$ cat config.mk
export PLATFORM = sky130hd
export DESIGN_NAME = pcx_style_rle_line_encoder_top
export DESIGN_NICKNAME = d
export VERILOG_FILES = /design/src/hdl/pcxrle_pkg.sv /design/src/hdl/pcxrle_calc.sv /design/src/hdl/pcxrle_outbuf.sv /design/src/hdl/pcx_style_rle_line_encoder_top.sv
export SDC_FILE = /design/constraint.sdc
export NUM_CORES = 1
export LEC_CHECK = 0
export BUFFER_PORTS_ARGS = -buffer_cell sky130_fd_sc_hd__buf_2
export CAP_MARGIN = 20
export CORE_MARGIN = 1.5
export CORE_UTILIZATION = 29
export CTS_CLUSTER_SIZE = 20
export DETAILED_ROUTE_END_ITERATION = 12
export GPL_ROUTABILITY_DRIVEN = 0
export GPL_TIMING_DRIVEN = 0
export PLACE_DENSITY = 0.45
export SLEW_MARGIN = 20
export SYNTH_ARGS = -nofsm -noshare
export SYNTH_HDL_FRONTEND = slang
export SYNTH_SLANG_ARGS = --single-unit
$ cat constraint.sdc
create_clock -name clk -period 4.3 [get_ports clk]
set_clock_uncertainty 0.05 [all_clocks]
set_input_delay 0.86 -clock clk [delete_from_list [all_inputs] [get_ports clk]]
set_output_delay 0.86 -clock clk [all_outputs]
set_load 0.02 [all_outputs]
$ cat src/hdl/pcxrle_pkg.sv
// ----------------------------------------------------------------------------
// pcxrle_pkg : shared types and constants of the PCX-style line encoder
// Holds the run marker constants, the encoder state record and the result
// record that the code calculator hands to the output buffer.
// ----------------------------------------------------------------------------
package pcxrle_pkg;

	localparam logic [7:0] RUN_MARK = 8'hC0;
	localparam logic [5:0] RUN_MAX  = 6'h3F;
	localparam logic [7:0] RUN_FULL = 8'hFF;

	localparam int unsigned MAX_CODES = 4;

	// encoder state between input words
	typedef struct packed {
		logic [7:0] held;
		logic [5:0] count;
		logic       holding;
	} pcxrle_state_t;

	// code words caused by one input word
	typedef struct packed {
		logic [MAX_CODES-1:0][7:0] code;
		logic [2:0]                num;
	} pcxrle_res_t;

endpackage

$ cat src/hdl/pcxrle_calc.sv
// ----------------------------------------------------------------------------
// pcxrle_calc : code calculator
// From the held state and one pixel word, works out up to four code words
// and the state left behind, in a single pass of combinational logic.
// ----------------------------------------------------------------------------
module pcxrle_calc (
	input  logic [7:0]              pixel_byte,
	input  logic                    line_end,
	input  pcxrle_pkg::pcxrle_state_t st,
	output pcxrle_pkg::pcxrle_res_t   res,
	output pcxrle_pkg::pcxrle_state_t st_nxt
);
	import pcxrle_pkg::*;

	logic [5:0] cnt;
	logic [2:0] n;
	logic [MAX_CODES-1:0][7:0] codes;

	always_comb begin
		cnt   = st.count;
		n     = 3'd0;
		codes = '0;
		// close, start or extend the pending run, or send a held literal
		if (st.holding) begin
			if (cnt != 6'd0) begin
				if (st.held == pixel_byte) begin
					if (cnt == RUN_MAX) begin
						codes[n[1:0]] = RUN_FULL;
						n = n + 3'd1;
						codes[n[1:0]] = st.held;
						n = n + 3'd1;
						cnt = 6'd1;
					end else begin
						cnt = cnt + 6'd1;
					end
				end else begin
					codes[n[1:0]] = RUN_MARK | {2'b00, cnt};
					n = n + 3'd1;
					codes[n[1:0]] = st.held;
					n = n + 3'd1;
					cnt = 6'd0;
				end
			end else begin
				if (st.held == pixel_byte) begin
					cnt = 6'd2;
				end else begin
					codes[n[1:0]] = st.held;
					n = n + 3'd1;
				end
			end
		end
		// escape a lone byte that looks like a marker
		if (cnt == 6'd0 && (pixel_byte & RUN_MARK) == RUN_MARK)
			cnt = 6'd1;
		// flush at the end of the line
		if (line_end) begin
			if (cnt != 6'd0) begin
				codes[n[1:0]] = RUN_MARK | {2'b00, cnt};
				n = n + 3'd1;
			end
			codes[n[1:0]] = pixel_byte;
			n = n + 3'd1;
			st_nxt = '0;
		end else begin
			st_nxt.held    = pixel_byte;
			st_nxt.count   = cnt;
			st_nxt.holding = 1'b1;
		end
		res.code = codes;
		res.num  = n;
	end

endmodule

$ cat src/hdl/pcxrle_outbuf.sv
// ----------------------------------------------------------------------------
// pcxrle_outbuf : result register and serialiser
// Holds the code words of one input word, sends them one per cycle while
// code_ready is high and flags the last. Reports when it can take a fresh set.
// ----------------------------------------------------------------------------
module pcxrle_outbuf (
	input  logic                    clk,
	input  logic                    arst_n,
	input  logic                    load,
	input  pcxrle_pkg::pcxrle_res_t res,
	output logic                    free,
	output logic                    code_valid,
	input  logic                    code_ready,
	output logic [7:0]              code_byte,
	output logic                    last_of_run
);
	import pcxrle_pkg::*;

	logic [MAX_CODES-1:0][7:0] code_q;
	logic [2:0]                num_q;
	logic [1:0]                idx_q;
	logic                      valid_q;
	logic                      at_last;

	// flag the final word of the held set
	assign at_last     = ({1'b0, idx_q} == (num_q - 3'd1));
	assign free        = !valid_q || (code_ready && at_last);
	assign code_valid  = valid_q;
	assign code_byte   = code_q[idx_q];
	assign last_of_run = at_last;

	// advance through the set, reload when drained
	always_ff @(posedge clk or negedge arst_n) begin
		if (!arst_n) begin
			valid_q <= 1'b0;
			idx_q   <= '0;
		end else if (free) begin
			valid_q <= load && (res.num != 3'd0);
			idx_q   <= '0;
		end else if (code_ready) begin
			idx_q <= idx_q + 2'd1;
		end
	end

	// hold the payload of a fresh set
	always_ff @(posedge clk) begin
		if (free && load) begin
			code_q <= res.code;
			num_q  <= res.num;
		end
	end

endmodule

$ cat src/hdl/pcx_style_rle_line_encoder_top.sv
// ----------------------------------------------------------------------------
// pcx_style_rle_line_encoder_top : PCX-style run-length line encoder
// Takes one pixel word per handshake and sends the compressed stream one
// code word per handshake.
// ----------------------------------------------------------------------------
// An input word is registered, then the calculator works out in
// combinational logic its code words (none to four) and the run state it
// leaves, and the set drops into the result register once that is free,
// from which one code word leaves per cycle while code_ready is high. A
// word makes two code words for a run or an escaped byte closing, one for
// a literal, up to four when a line ends, and none when it only extends a
// run. A new pixel word is taken while the previous set drains.
module pcx_style_rle_line_encoder_top (
	input  logic       clk,
	input  logic       arst_n,
	input  logic       pix_valid,
	output logic       pix_ready,
	input  logic [7:0] pixel_byte,
	input  logic       line_end,
	output logic       code_valid,
	input  logic       code_ready,
	output logic [7:0] code_byte,
	output logic       last_of_run
);
	import pcxrle_pkg::*;

	logic          valid_s1;
	logic [7:0]    pixel_byte_s1;
	logic          line_end_s1;
	pcxrle_state_t state_q;
	pcxrle_state_t state_nxt;
	pcxrle_res_t   res;
	logic          free;
	logic          advance;

	assign advance   = valid_s1 && free;
	assign pix_ready = !valid_s1 || free;

	// input register
	always_ff @(posedge clk or negedge arst_n) begin
		if (!arst_n) begin
			valid_s1 <= 1'b0;
		end else if (pix_ready) begin
			valid_s1 <= pix_valid;
		end
	end

	always_ff @(posedge clk) begin
		if (pix_ready && pix_valid) begin
			pixel_byte_s1 <= pixel_byte;
			line_end_s1   <= line_end;
		end
	end

	// run state, updated as each word moves on
	always_ff @(posedge clk or negedge arst_n) begin
		if (!arst_n) begin
			state_q <= '0;
		end else if (advance) begin
			state_q <= state_nxt;
		end
	end

	pcxrle_calc u_calc (
		.pixel_byte (pixel_byte_s1),
		.line_end   (line_end_s1),
		.st         (state_q),
		.res        (res),
		.st_nxt     (state_nxt)
	);

	pcxrle_outbuf u_outbuf (
		.clk         (clk),
		.arst_n      (arst_n),
		.load        (valid_s1),
		.res         (res),
		.free        (free),
		.code_valid  (code_valid),
		.code_ready  (code_ready),
		.code_byte   (code_byte),
		.last_of_run (last_of_run)
	);

endmodule

## Word-level counts from Yosys, hierarchy flattened

Cells that the tools add are included.

- Reduce and logical (&&, ||, !) cells: 16
- $lt $le $gt $ge: 5
- $add $sub $neg: 5
- Mux-type cells: 34
- Equal/unequal tests: 4

Operators by type and width:

| cell | count |
|---|---|
| 32-bit bitwise mux | 2 |
| 16-bit 2-to-1 mux | 4 |
| 32-bit 2-to-1 mux | 2 |
| 8-bit 2-to-1 mux | 6 |
| 6-bit 2-to-1 mux | 6 |
| 8-bit demux with 2-bit select | 2 |
| 8-bit binary-select mux with 2-bit select | 1 |
| 15-bit 2-to-1 mux | 1 |
| 3-bit 2-to-1 mux | 5 |
| 6-bit nonzero test | 2 |
| 2-bit by 3-bit less-than comparator with 1-bit output, second input constant | 3 |
| 8-bit == test | 1 |
| 2-bit 2-to-1 mux | 4 |
| 1-bit logical AND | 7 |
| 3-bit by 1-bit adder with 3-bit output, second input constant | 2 |
| 6-bit by 1-bit adder with 6-bit output, second input constant | 1 |
| 6-bit == test, second input constant | 1 |
| 6-bit zero test | 1 |
| 2-bit by 1-bit >= comparator with 1-bit output, second input constant | 2 |
| 2-bit by 3-bit == test with 1-bit output | 1 |
| 3-bit nonzero test | 1 |
| 3-bit by 1-bit subtractor with 3-bit output, second input constant | 1 |
| 2-bit by 1-bit adder with 2-bit output, second input constant | 1 |
| 2-bit == test, second input constant | 1 |
| 4 further kinds | 6 |

- Input port bits: 13
- Flip-flop bits (word level): 63
- Logic and storage cells: 77

## Logic depth before layout (Yosys ltp)

Gate-level depths: netlist (run 1).

- Depth in word-level cells: 17
- Depth in mapped cells: 18
- Depth with buffers taken out: 16

## Hierarchy

From an unflattened synthesis (run 1), not the netlist that was laid out.

- Cells, all modules: 369
- Area, all modules: 3955.0 um^2

By module, submodules not included:

| module | sequential area each (um^2) | instances | area each (um^2) | cells each |
|---|---|---|---|---|
| pcxrle_calc | 0.0 | 1 | 1535.2 | 254 |
| pcxrle_outbuf | 1126.1 | 1 | 1505.2 | 70 |
| pcx_style_rle_line_encoder_top | 670.6 | 1 | 914.6 | 45 |

## Worst setup path before layout (run 1)

No wires, ideal clock.

- Path kind: register to register
- Start: register state_q[1] (netlist bit)
- End: register u_outbuf.code_q[6] (netlist bit), data pin
- Slack: 501 ps
- Period minus slack after synthesis: 3799 ps
- Stages on the path, launching flop included: 16
- Arrival: 3488 ps
- Library setup time: 261 ps
- Cell sequence: dfrtp_1 > inv_1 > ha_1 > or4b_4 > nand2b_4 > a31o_2 > nor4_2 > nand2_1 > buf_2 > xnor2_1 > inv_1 > ha_1 > buf_1 > o21ai_0 > a31oi_2 > o32a_1

RTL lines:

| element | line | RTL |
|---|---|---|
| from (decl) | pcx_style_rle_line_encoder_top.sv:30 | `pcxrle_state_t state_q;` |
| from (signal assigned) | pcx_style_rle_line_encoder_top.sv:60 | `state_q <= state_nxt;` |
| to (signal assigned) | pcxrle_outbuf.sv:48 | `code_q <= res.code;` |
| to (decl) | pcxrle_outbuf.sv:19 | `logic [MAX_CODES-1:0][7:0] code_q;` |

==> results of run 1 <==
## cell type report
class / count / area (um^2) / area share (%)
Sequential cell: 63 / 1797 / 40.71
Buffer: 17 / 68.82 / 1.559
Inverter: 17 / 63.81 / 1.446
Timing Repair Buffer: 30 / 180.2 / 4.083
Clock buffer: 10 / 229.0 / 5.189
Tap cell: 172 / 215.2 / 4.877
Clock inverter: 6 / 61.31 / 1.389
Multi-Input combinational cell: 261 / 1798 / 40.74
## worst max-delay path, stage by stage, from the launching register on
cell and delay [ns]:
dfrtp_1 0.45, inv_1 0.15, ha_1 0.17, or4b_4 0.47, nand2b_4 0.16, a31o_2 0.27, nor4_4 0.34, nand2_1 0.16
buf_2 0.23, xnor2_2 0.21, inv_1 0.09, ha_2 0.26, o21ai_0 0.21, a31oi_2 0.10, buf_4 0.17, o32a_1 0.35
## how the worst max path moves through the flow
stage | to | cells past startpoint
after floorplan | u_outbuf.code_q[6] | 15
after global placement | u_outbuf.code_q[4] | 16
after detailed placement | u_outbuf.code_q[1] | 16
after CTS | u_outbuf.code_q[1] | 16
after global routing | u_outbuf.code_q[5] | 16
final | u_outbuf.code_q[6] | 15
## through the flow
step | area, um^2 | hold slack [ns] | setup TNS (ns) | std cells
final | 4413 | 0.4330 | 0 | 576
after global routing | 4413 | 0.4715 | -0.05433 | 576
after CTS | 4400 | 0.4551 | 0 | 576
after detailed placement | 4045 | 0.4911 | -2.348 | 556
after global placement | 4025 | 0.4757 | -2.551 | 555
after floorplan | 3695 | 0.4613 | 0 | 360
## logic make-up (layout without fill, tap and decap cells)
family,Yosys count,after routing,share of synthesized area (%)
AND/OR/NAND/NOR,129,129,17.37
AO/OA/AOI/OAI,97,97,17.71
flip-flops,63,63,48.63
buffers and inverters,36,80,3.793
XOR/XNOR,13,13,3.082
adder cells (fa/ha/maj),11,11,3.725
multiplexers,11,11,5.689
## registers in the layout, indices dropped and copies added (netlist names)
name                 cells
state_q                 15
valid_s1                 1
line_end_s1              1
u_outbuf.idx_q           2
u_outbuf.code_q         32
u_outbuf.code_valid      1
pixel_byte_s1            8
u_outbuf.num_q           3
## metal layers
layer	up-vias	part of all wire [%]	GRT usage [%]	routed length [um]
li1	1416	-	-	-
met1	1398	47	20.60	4605
met2	78	46	25.29	4560
met3	19	5.3	4.132	525
met4	0	1.7	5.447	166
met5	-	0	0	0
## cells in the final DEF, fill, tap and decap left out, types with 6 or more instances in the layout
cell	synthesis	layout
edfxtp_1	44	44
buf_2	4	27
buf_4	0	6
nand2_1	49	49
xnor2_1	12	11
and3_1	9	9
ha_1	11	9
dfrtp_1	19	19
a22oi_1	19	19
inv_1	14	13
mux4_2	8	8
clkbuf_1	12	12
nor2_1	29	29
o21ai_0	24	23
a21oi_1	17	16
a31o_2	7	7
clkbuf_16	0	9
## repair_timing
item / 4_1_cts / 5_1_grt
pin swaps: 3 / 0
cloned: 0 / 0
setup endpoints to repair: 22 / 20
hold buffers: 0 / 0
gates resized for setup: 5 / 5
setup buffers: 6 / 0
==> summary.txt, run 1 <==
Die
  – Core Rows: 41
  – # IOs: 24
  – Die height: approximately 120 um
  – Placeable core area: around 0.013 mm^2
  – Initial Util: 29.52%
  – Die area: 0.01343 mm^2
  – Die W: 115.9 um

STA
  – Max Slew Vio Count: 0
  – Final Worst Setup Slack: 0.1726 ns
  – Final period util: 95.99%
  – # setup viols final: 0
  – Hold Fails Final Rpt: 0
  – Unrepaired setup endpoints after global routing: true
  – Minimum clock period after layout: 4.127 ns
  – Max-Slew Margin vs Limit: 49.51%
  – Worst-Margin Slew: 0.7523 ns
  – F_max: 242.3 MHz

CTS
  – Clock sink count: 63
  – Longest Clk Path Bufs: 2
  – H-tree Lvls: 3
  – Clk pin slew, worst setup/hold paths: 0.06 ns
  – Clk root buf: clkbuf_16
  – Clock Latency Late Sink: 0.33 ns
  – Cts bufs inserted: 9
  – CTS tree: yes

Worst setup path
  – Worst R2R Start: state_q[1]
  – R2r setup slk: 0.17 ns
  – CP Capture Type: flop
  – Crit Path Max Fanout: 10
  – Startpoint types: flop
  – WS Path Type: flop to flop
  – Worst R2R End: u_outbuf.code_q[6]
  – Crit path from: state_q[1]
  – Worst R2R Path Depth: 15
  – Arrival @ worst endpoint: between 4 and 5 ns
  – Worst EP required: 4.32 ns

Finish
  – ANT cells: 0
  – Nets: approximately 420
  – Layout cells sized above 1: 20.79%
  – # fillers: roughly 1300
  – Final core utilization: approximately a third
  – Synthesis-to-finish area growth: 19.44%

Global routing
  – Vias in the first global route: 2822
  – First-pass GRT wire length: 15570 um
  – Largest net degree at the start of global routing: 36
  – Antenna violations before repair: 0
  – Aggregate global-route resource usage: 15.73%
  – Grt ovf: 0

Yosys
  – Post-synth EDFFs: 44
  – Synth top cells by count: 49 x nand2_1, 44 x edfxtp_1, 29 x nor2_1
  – Post-Syn Area: 0.003695 mm^2
  – Synth top area share: 35.76%
  – Top post-synthesis cells by area: edfxtp_1 36%, dfrtp_1 13%, nand2_1 5.0%
  – Post-Synthesis Cells: 360
  – Mapped Nets: 384
  – Register bit count reported by yosys: 63
  – Sequential area share after synthesis: 48.63%
  – Top FF cell, synth: edfxtp_1
  – Mean Syn Cell Area: 10.26 um^2
  – Unique masters post-synth: 56
  – Cell taking the most area after synthesis: edfxtp_1
  – Top-count cell post-synth: nand2_1
  – YS warnings: 0
  – Post-synth ARST share: a little under a third

Route
  – 1st-pass router iterations: 7
  – DR WL/cell: 17.11 um
  – Initial DRC count: 216
  – Routed wire length: 9858 um
  – Via count: slightly below 3000
  – DRC violations left: 0
  – Via/cell ratio: 5.054
  – Antenna Nets Post-Route: 0

Run
  – Max cap viols: 0

Placed design
  – Dpl ws: -0.2746 ns
  – Post-DP HPWL: approximately 7400 um
  – I/O Buffers: 23

Hold path
  – Worst hold path type: primary input to async pin

Outcome
  – Status: finished, final reports clean
Power of run 1 is not shown: default switching activity piles up to over one toggle a cycle in this logic, so the estimate is an artifact.
==> inputs of run 2 (changes only) <==
--- a/config.mk
+++ b/config.mk
@@ -7,13 +7,15 @@
 export LEC_CHECK = 0
 export BUFFER_PORTS_ARGS = -buffer_cell sky130_fd_sc_hd__buf_2
 export CAP_MARGIN = 20
+export CELL_PAD_IN_SITES_DETAIL_PLACEMENT = 1
+export CELL_PAD_IN_SITES_GLOBAL_PLACEMENT = 1
 export CORE_MARGIN = 1.5
 export CORE_UTILIZATION = 29
 export CTS_CLUSTER_SIZE = 20
 export DETAILED_ROUTE_END_ITERATION = 12
 export GPL_ROUTABILITY_DRIVEN = 0
 export GPL_TIMING_DRIVEN = 0
-export PLACE_DENSITY = 0.45
+export PLACE_DENSITY = 0.54
 export SLEW_MARGIN = 20
 export SYNTH_ARGS = -nofsm -noshare
 export SYNTH_HDL_FRONTEND = slang
==> summary.txt, run 2 (synthesis gave the netlist of run 1 again) <==
STA
  – Worst-Margin Slew: 0.7968 ns (was 0.7523 ns)
  – Hold Fails Final Rpt: 0 (unchanged)
  – Final period util: 96.86% (was 95.99%)
  – F_max: 240.1 MHz (was 242.3 MHz)
  – Unrepaired setup endpoints after global routing: false (was true)
  – Max Slew Vio Count: 0 (unchanged)
  – Minimum clock period after layout: 4.165 ns (was 4.127 ns)
  – Final Worst Setup Slack: 0.1350 ns (was 0.1726 ns)
  – # setup viols final: 0 (unchanged)
  – Max-Slew Margin vs Limit: 46.52% (was 49.51%)

Worst setup path
  – Crit-path slowest cell: or4b_4 (unchanged)
  – Cell mode on critical path: inv_1 (unchanged)
  – Arrival @ worst endpoint: 4.31 ns (was 4.15 ns)
  – CP Capture Type: flop (unchanged)
  – Worst EP required: 4.44 ns (was 4.32 ns)
  – Worst path max stage delay: 0.48 ns (was 0.47 ns)
  – Startpoint types: flop (unchanged)
  – WS Path Type: flop to flop (unchanged)
  – Crit Path Max Fanout: 10 (unchanged)
  – Crit path cell chain: inv_1 > ha_1 > or4b_4 > nand2b_4 > a31o_2 > nor4_4 > nand2_1 > clkbuf_4 > nor2_1 > a21oi_2 > ha_2 > nor2b_4 > inv_1 > or3_1 > a21oi_1 > a31o_1 (was inv_1 > ha_1 > or4b_4 > nand2b_4 > a31o_2 > nor4_4 > nand2_1 > buf_2 > xnor2_2 > inv_1 > ha_2 > o21ai_0 > a31oi_2 > buf_4 > o32a_1)
  – Worst path bufs/invs: 3 (was 4)
  – Delay-heaviest family, CP: simple AND/OR/NAND/NOR gates (unchanged)

Finish
  – Largest Register: u_outbuf.code_q (unchanged)
  – Synthesis-to-finish area growth: 20.59% (was 19.44%)
  – # fillers: 1452 (was 1312)
  – Final core utilization: 35.60% (was 35.26%)
  – Layout cells sized above 1: 21.84% (was 20.79%)
  – Most frequent cells in the layout: 49 x nand2_1, 44 x edfxtp_1, 28 x nor2_1 (was 49 x nand2_1, 44 x edfxtp_1, 29 x nor2_1)
  – Finished Layout Cells: 575 (was 576)
  – Nets: 422 (was 423)
  – Top flop regs: u_outbuf.code_q x32, state_q x15, pixel_byte_s1 x8 (unchanged)
  – Commonest non-fill, non-tap cell in the layout: nand2_1 (unchanged)
  – ANT cells: 0 (unchanged)
  – Max reg flops: 32 (unchanged)

CTS
  – Clk pin slew, worst setup/hold paths: 0.06 ns (about the same)
  – Clock Latency Late Sink: 0.34 ns (was 0.33 ns)
  – # hold bufs at CTS: 0 (unchanged)
  – Clock sink count: 63 (unchanged)
  – CTS tree: yes (unchanged)
  – Cts bufs inserted: 9 (unchanged)
  – Longest Clk Path Bufs: 2 (unchanged)
  – Clk root buf: clkbuf_16 (unchanged)
  – H-tree Lvls: 3 (unchanged)

Placed design
  – Placed cells: 556 (unchanged)
  – Dpl ws: -0.4615 ns (was -0.2746 ns)
  – Post-DP HPWL: 8328 um (was 7431 um)
  – I/O Buffers: 23 (unchanged)

Route
  – Via/cell ratio: 5.136 (was 5.054)
  – 1st-pass router iterations: 4 (was 7)
  – DRC violations left: 0 (unchanged)
  – Via count: 2953 (was 2911)
  – DR WL/cell: 19.26 um (was 17.11 um)
  – Routed wire length: 11080 um (was 9858 um)
  – Antenna Nets Post-Route: 0 (unchanged)
  – Initial DRC count: 177 (was 216)

Die
  – Die W: 115.9 um (unchanged)
  – Initial Util: 29.52% (unchanged)
  – # IOs: 24 (unchanged)
  – Placeable core area: 0.01252 mm^2 (unchanged)
  – Die height: 115.9 um (unchanged)
  – Die area: 0.01343 mm^2 (unchanged)
  – Core Rows: 41 (unchanged)

Run
  – Max cap viols: 0 (unchanged)

Hold path
  – Worst hold path type: primary input to async pin (unchanged)

Outcome
  – Status: finished, final reports clean (unchanged)

Global routing
  – Grt ovf: 0 (unchanged)
  – Aggregate global-route resource usage: 17.82% (was 15.73%)
  – First-pass GRT wire length: 17390 um (was 15570 um)
  – Largest net degree at the start of global routing: 36 (unchanged)
  – Antenna violations before repair: 0 (unchanged)
  – Vias in the first global route: 3024 (was 2822)
-- run 2: cell count changes in the layout (fill, tap and decap cells not counted), sizes merged --
cell | before | now
buf | 36 | 34
clkinv | 6 | 5
inv | 15 | 16
clkinvlp | 1 | 2
-- run 2: cell type report --
| class | instances | area [um^2] | area share (%) |
|---|---|---|---|
| buffer | 16 | 68.82 | 1.545 |
| clock buffer | 9 | 225.2 | 5.055 |
| clock inverter | 7 | 72.57 | 1.629 |
| inverter | 17 | 63.81 | 1.432 |
| multi-input combinational | 261 | 1833 | 41.14 |
| sequential | 63 | 1797 | 40.33 |
| tap | 172 | 215.2 | 4.830 |
| timing repair buffer | 30 | 180.2 | 4.044 |
-- run 2: metrics by stage --
stage               hold WS (ns)  instance area (um^2)  TNS, ns
floorplan                 0.4613                  3695        0
global placement          0.4765                  4025   -3.252
detailed placement        0.4978                  4045   -5.381
CTS                       0.4485                  4419        0
global route              0.4694                  4456        0
finish                    0.4375                  4456        0
-- run 2: layer usage --
metal / share of wire (%) / track usage (%) / vias up
met2: 47 / 28.16 / 52
met1: 48 / 24.08 / 1472
li1: - / - / 1414
met4: 2.2 / 7.805 / 0
met3: 3.1 / 3.086 / 15
met5: 0 / 0 / -
-- run 2: path summary, 6_finish.rpt --
check	end	depth (start not counted)	from	slack, ns
worst max-delay path	u_outbuf.code_q[8]	16	state_q[1]	0.13
worst min-delay path	u_outbuf.idx_q[1]	1	arst_n	0.44
worst max register to register	u_outbuf.code_q[8]	16	state_q[1]	0.13
worst min register to register	u_outbuf.idx_q[0]	1	u_outbuf.code_valid	0.52
max in group asynchronous	state_q[3]	1	arst_n	3.39
min in group clk	u_outbuf.idx_q[0]	1	u_outbuf.code_valid	0.52
-- run 2: what timing repair did --
| item | 4_1_cts | 5_1_grt |
|---|---|---|
| cloned | 0 | 0 |
| gates resized for setup | 8 | 12 |
| buffers inserted | 6 | 0 |
| setup endpoints to repair | 23 | 21 |
| pin swaps | 3 | 0 |
Power of run 2 is left out for the same reason.
==> inputs of run 3 (changes only) <==
--- a/config.mk
+++ b/config.mk
@@ -9,6 +9,7 @@
 export CAP_MARGIN = 20
 export CELL_PAD_IN_SITES_DETAIL_PLACEMENT = 1
 export CELL_PAD_IN_SITES_GLOBAL_PLACEMENT = 1
+export CORE_ASPECT_RATIO = 1.75
 export CORE_MARGIN = 1.5
 export CORE_UTILIZATION = 29
 export CTS_CLUSTER_SIZE = 20
==> summary.txt, run 3 (synthesis gave the netlist of run 1 again) <==
Outcome
  – Status: finished, final reports clean (unchanged)

Finish
  – Top flop regs: u_outbuf.code_q x32, state_q x15, pixel_byte_s1 x8 (unchanged)
  – Largest Register: u_outbuf.code_q (unchanged)
  – # fillers: 1462 (was 1452)
  – ANT cells: 0 (unchanged)
  – Most frequent cells in the layout: 48 x nand2_1, 44 x edfxtp_1, 28 x nor2_1 (was 49 x nand2_1, 44 x edfxtp_1, 28 x nor2_1)
  – Final Cell Area: 0.004513 mm^2 (was 0.004456 mm^2)
  – Area of the multi-input gates: 0.001861 mm^2 (was 0.001833 mm^2)
  – Synthesis-to-finish area growth: 22.15% (was 20.59%)
  – Layout cells sized above 1: 21.84% (unchanged)
  – Commonest non-fill, non-tap cell in the layout: nand2_1 (unchanged)
  – Final core utilization: 36.30% (was 35.60%)
  – Seq. cell area: 0.001797 mm^2 (unchanged)
  – Max reg flops: 32 (unchanged)
  – Nets: 422 (unchanged)

Route
  – DRC violations left: 0 (unchanged)
  – Via count: 2948 (was 2953)
  – Initial DRC count: 160 (was 177)
  – Routed wire length: 11370 um (was 11080 um)
  – Via/cell ratio: 5.163 (was 5.136)
  – DR WL/cell: 19.92 um (was 19.26 um)
  – 1st-pass router iterations: 4 (unchanged)
  – Antenna Nets Post-Route: 0 (unchanged)

Global routing
  – Largest net degree at the start of global routing: 36 (unchanged)
  – Antenna violations before repair: 0 (unchanged)
  – Vias in the first global route: 3224 (was 3024)
  – Aggregate global-route resource usage: 18.17% (was 17.82%)
  – Grt ovf: 0 (unchanged)
  – First-pass GRT wire length: 18130 um (was 17390 um)

Worst setup path
  – Worst EP required: 4.39 ns (was 4.44 ns)
  – Startpoint types: flop (unchanged)
  – Worst R2R End: u_outbuf.code_q[4] (was u_outbuf.code_q[8])
  – Crit path cell chain: inv_1 > ha_1 > or4b_4 > nand2b_4 > a31o_2 > nor4_4 > nand2_2 > clkbuf_4 > xnor2_4 > inv_1 > ha_4 > clkinvlp_4 > a31oi_4 > buf_12 > a221oi_1 > a211oi_1 (was inv_1 > ha_1 > or4b_4 > nand2b_4 > a31o_2 > nor4_4 > nand2_1 > clkbuf_4 > nor2_1 > a21oi_2 > ha_2 > nor2b_4 > inv_1 > or3_1 > a21oi_1 > a31o_1)
  – Crit path from: state_q[1] (unchanged)
  – R2r setup slk: 0.18 ns (was 0.13 ns)
  – Worst path max stage delay: 0.49 ns (was 0.48 ns)
  – Crit-path slowest cell: or4b_4 (unchanged)
  – Cell mode on critical path: inv_1 (unchanged)
  – Crit Path Max Fanout: 10 (unchanged)
  – Delay-heaviest family, CP: simple AND/OR/NAND/NOR gates (unchanged)
  – WS Path Type: flop to flop (unchanged)
  – Worst path bufs/invs: 5 (was 3)
  – CP Capture Type: flop (unchanged)
  – Worst R2R Path Depth: 16 (unchanged)
  – Arrival @ worst endpoint: 4.21 ns (was 4.31 ns)
  – Worst R2R Start: state_q[1] (unchanged)

STA
  – Setup TNS: 0 ns (unchanged)
  – Max-Slew Margin vs Limit: 46.81% (was 46.52%)
  – Max Slew Vio Count: 0 (unchanged)
  – F_max: 242.8 MHz (was 240.1 MHz)
  – # setup viols final: 0 (unchanged)
  – Final period util: 95.79% (was 96.86%)
  – Minimum clock period after layout: 4.119 ns (was 4.165 ns)
  – Hold Fails Final Rpt: 0 (unchanged)
  – Worst-Margin Slew: 0.7926 ns (was 0.7968 ns)
  – Final Worst Setup Slack: 0.1812 ns (was 0.1350 ns)

Placed design
  – Dpl ws: -0.4745 ns (was -0.4615 ns)
  – Placed Area: 0.004040 mm^2 (was 0.004045 mm^2)
  – Post-DP HPWL: 8924 um (was 8328 um)
  – I/O Buffers: 23 (unchanged)

CTS
  – # hold bufs at CTS: 0 (unchanged)
  – Clk root buf: clkbuf_16 (unchanged)
  – CTS tree: yes (unchanged)
  – Clock sink count: 63 (unchanged)
  – H-tree Lvls: 3 (unchanged)
  – Longest Clk Path Bufs: 2 (unchanged)
  – Clk pin slew, worst setup/hold paths: 0.06 ns (about the same)
  – Cts bufs inserted: 9 (unchanged)
  – Clock Latency Late Sink: 0.33 ns (was 0.34 ns)

Run
  – Max cap viols: 0 (unchanged)

Die
  – Initial Util: 29.72% (was 29.52%)
  – Core Rows: 54 (was 41)
  – # IOs: 24 (unchanged)
  – Die W: 88.33 um (was 115.9 um)
  – Die area: 0.01345 mm^2 (was 0.01343 mm^2)
  – Die height: 152.3 um (was 115.9 um)
  – Placeable core area: 0.01243 mm^2 (was 0.01252 mm^2)

Hold path
  – Worst hold path type: primary input to async pin (unchanged)
## run 3: area by class of cell
class	count	share of cell area [%]
timing repair buffer	29	4.103
sequential	63	39.81
clock inverter	7	2.135
clock buffer	9	4.990
buffer	17	1.580
multi-input combinational	261	41.23
tap	168	4.658
inverter	17	1.497
## run 3: timing repair
item | CTS | global route
endpoints found under the setup margin | 26 | 25
setup buffers | 4 | 1
gates resized for setup | 9 | 14
pin swaps | 2 | 1
## run 3: stage by stage
stage	hold WS, ns	instances
after detailed placement	0.4745	552
after floorplan	0.4613	360
after global routing	0.4709	571
after global placement	0.4599	551
after CTS	0.4671	570
final	0.4418	571
## run 3: routing by layer
| layer | GRT usage (%) | wire, um | up-vias |
|---|---|---|---|
| met2 | 34.10 | 6516 | 50 |
| met5 | 0 | 0 | - |
| met1 | 19.47 | 4267 | 1463 |
| li1 | - | - | 1413 |
| met3 | 2.763 | 246 | 22 |
| met4 | 7.366 | 343 | 0 |
## run 3: how the worst max path moves through the flow
| stage | to | slack (ns) | cells past startpoint |
|---|---|---|---|
| floorplan | u_outbuf.code_q[6] | 0.50 | 15 |
| global placement | u_outbuf.code_q[0] | -0.41 | 16 |
| detailed placement | u_outbuf.code_q[8] | -0.47 | 17 |
| CTS | u_outbuf.code_q[4] | 0.004 | 16 |
| global route | u_outbuf.code_q[30] | -0.001 | 14 |
| finish | u_outbuf.code_q[4] | 0.18 | 16 |
Power of run 3 is left out for the same reason.
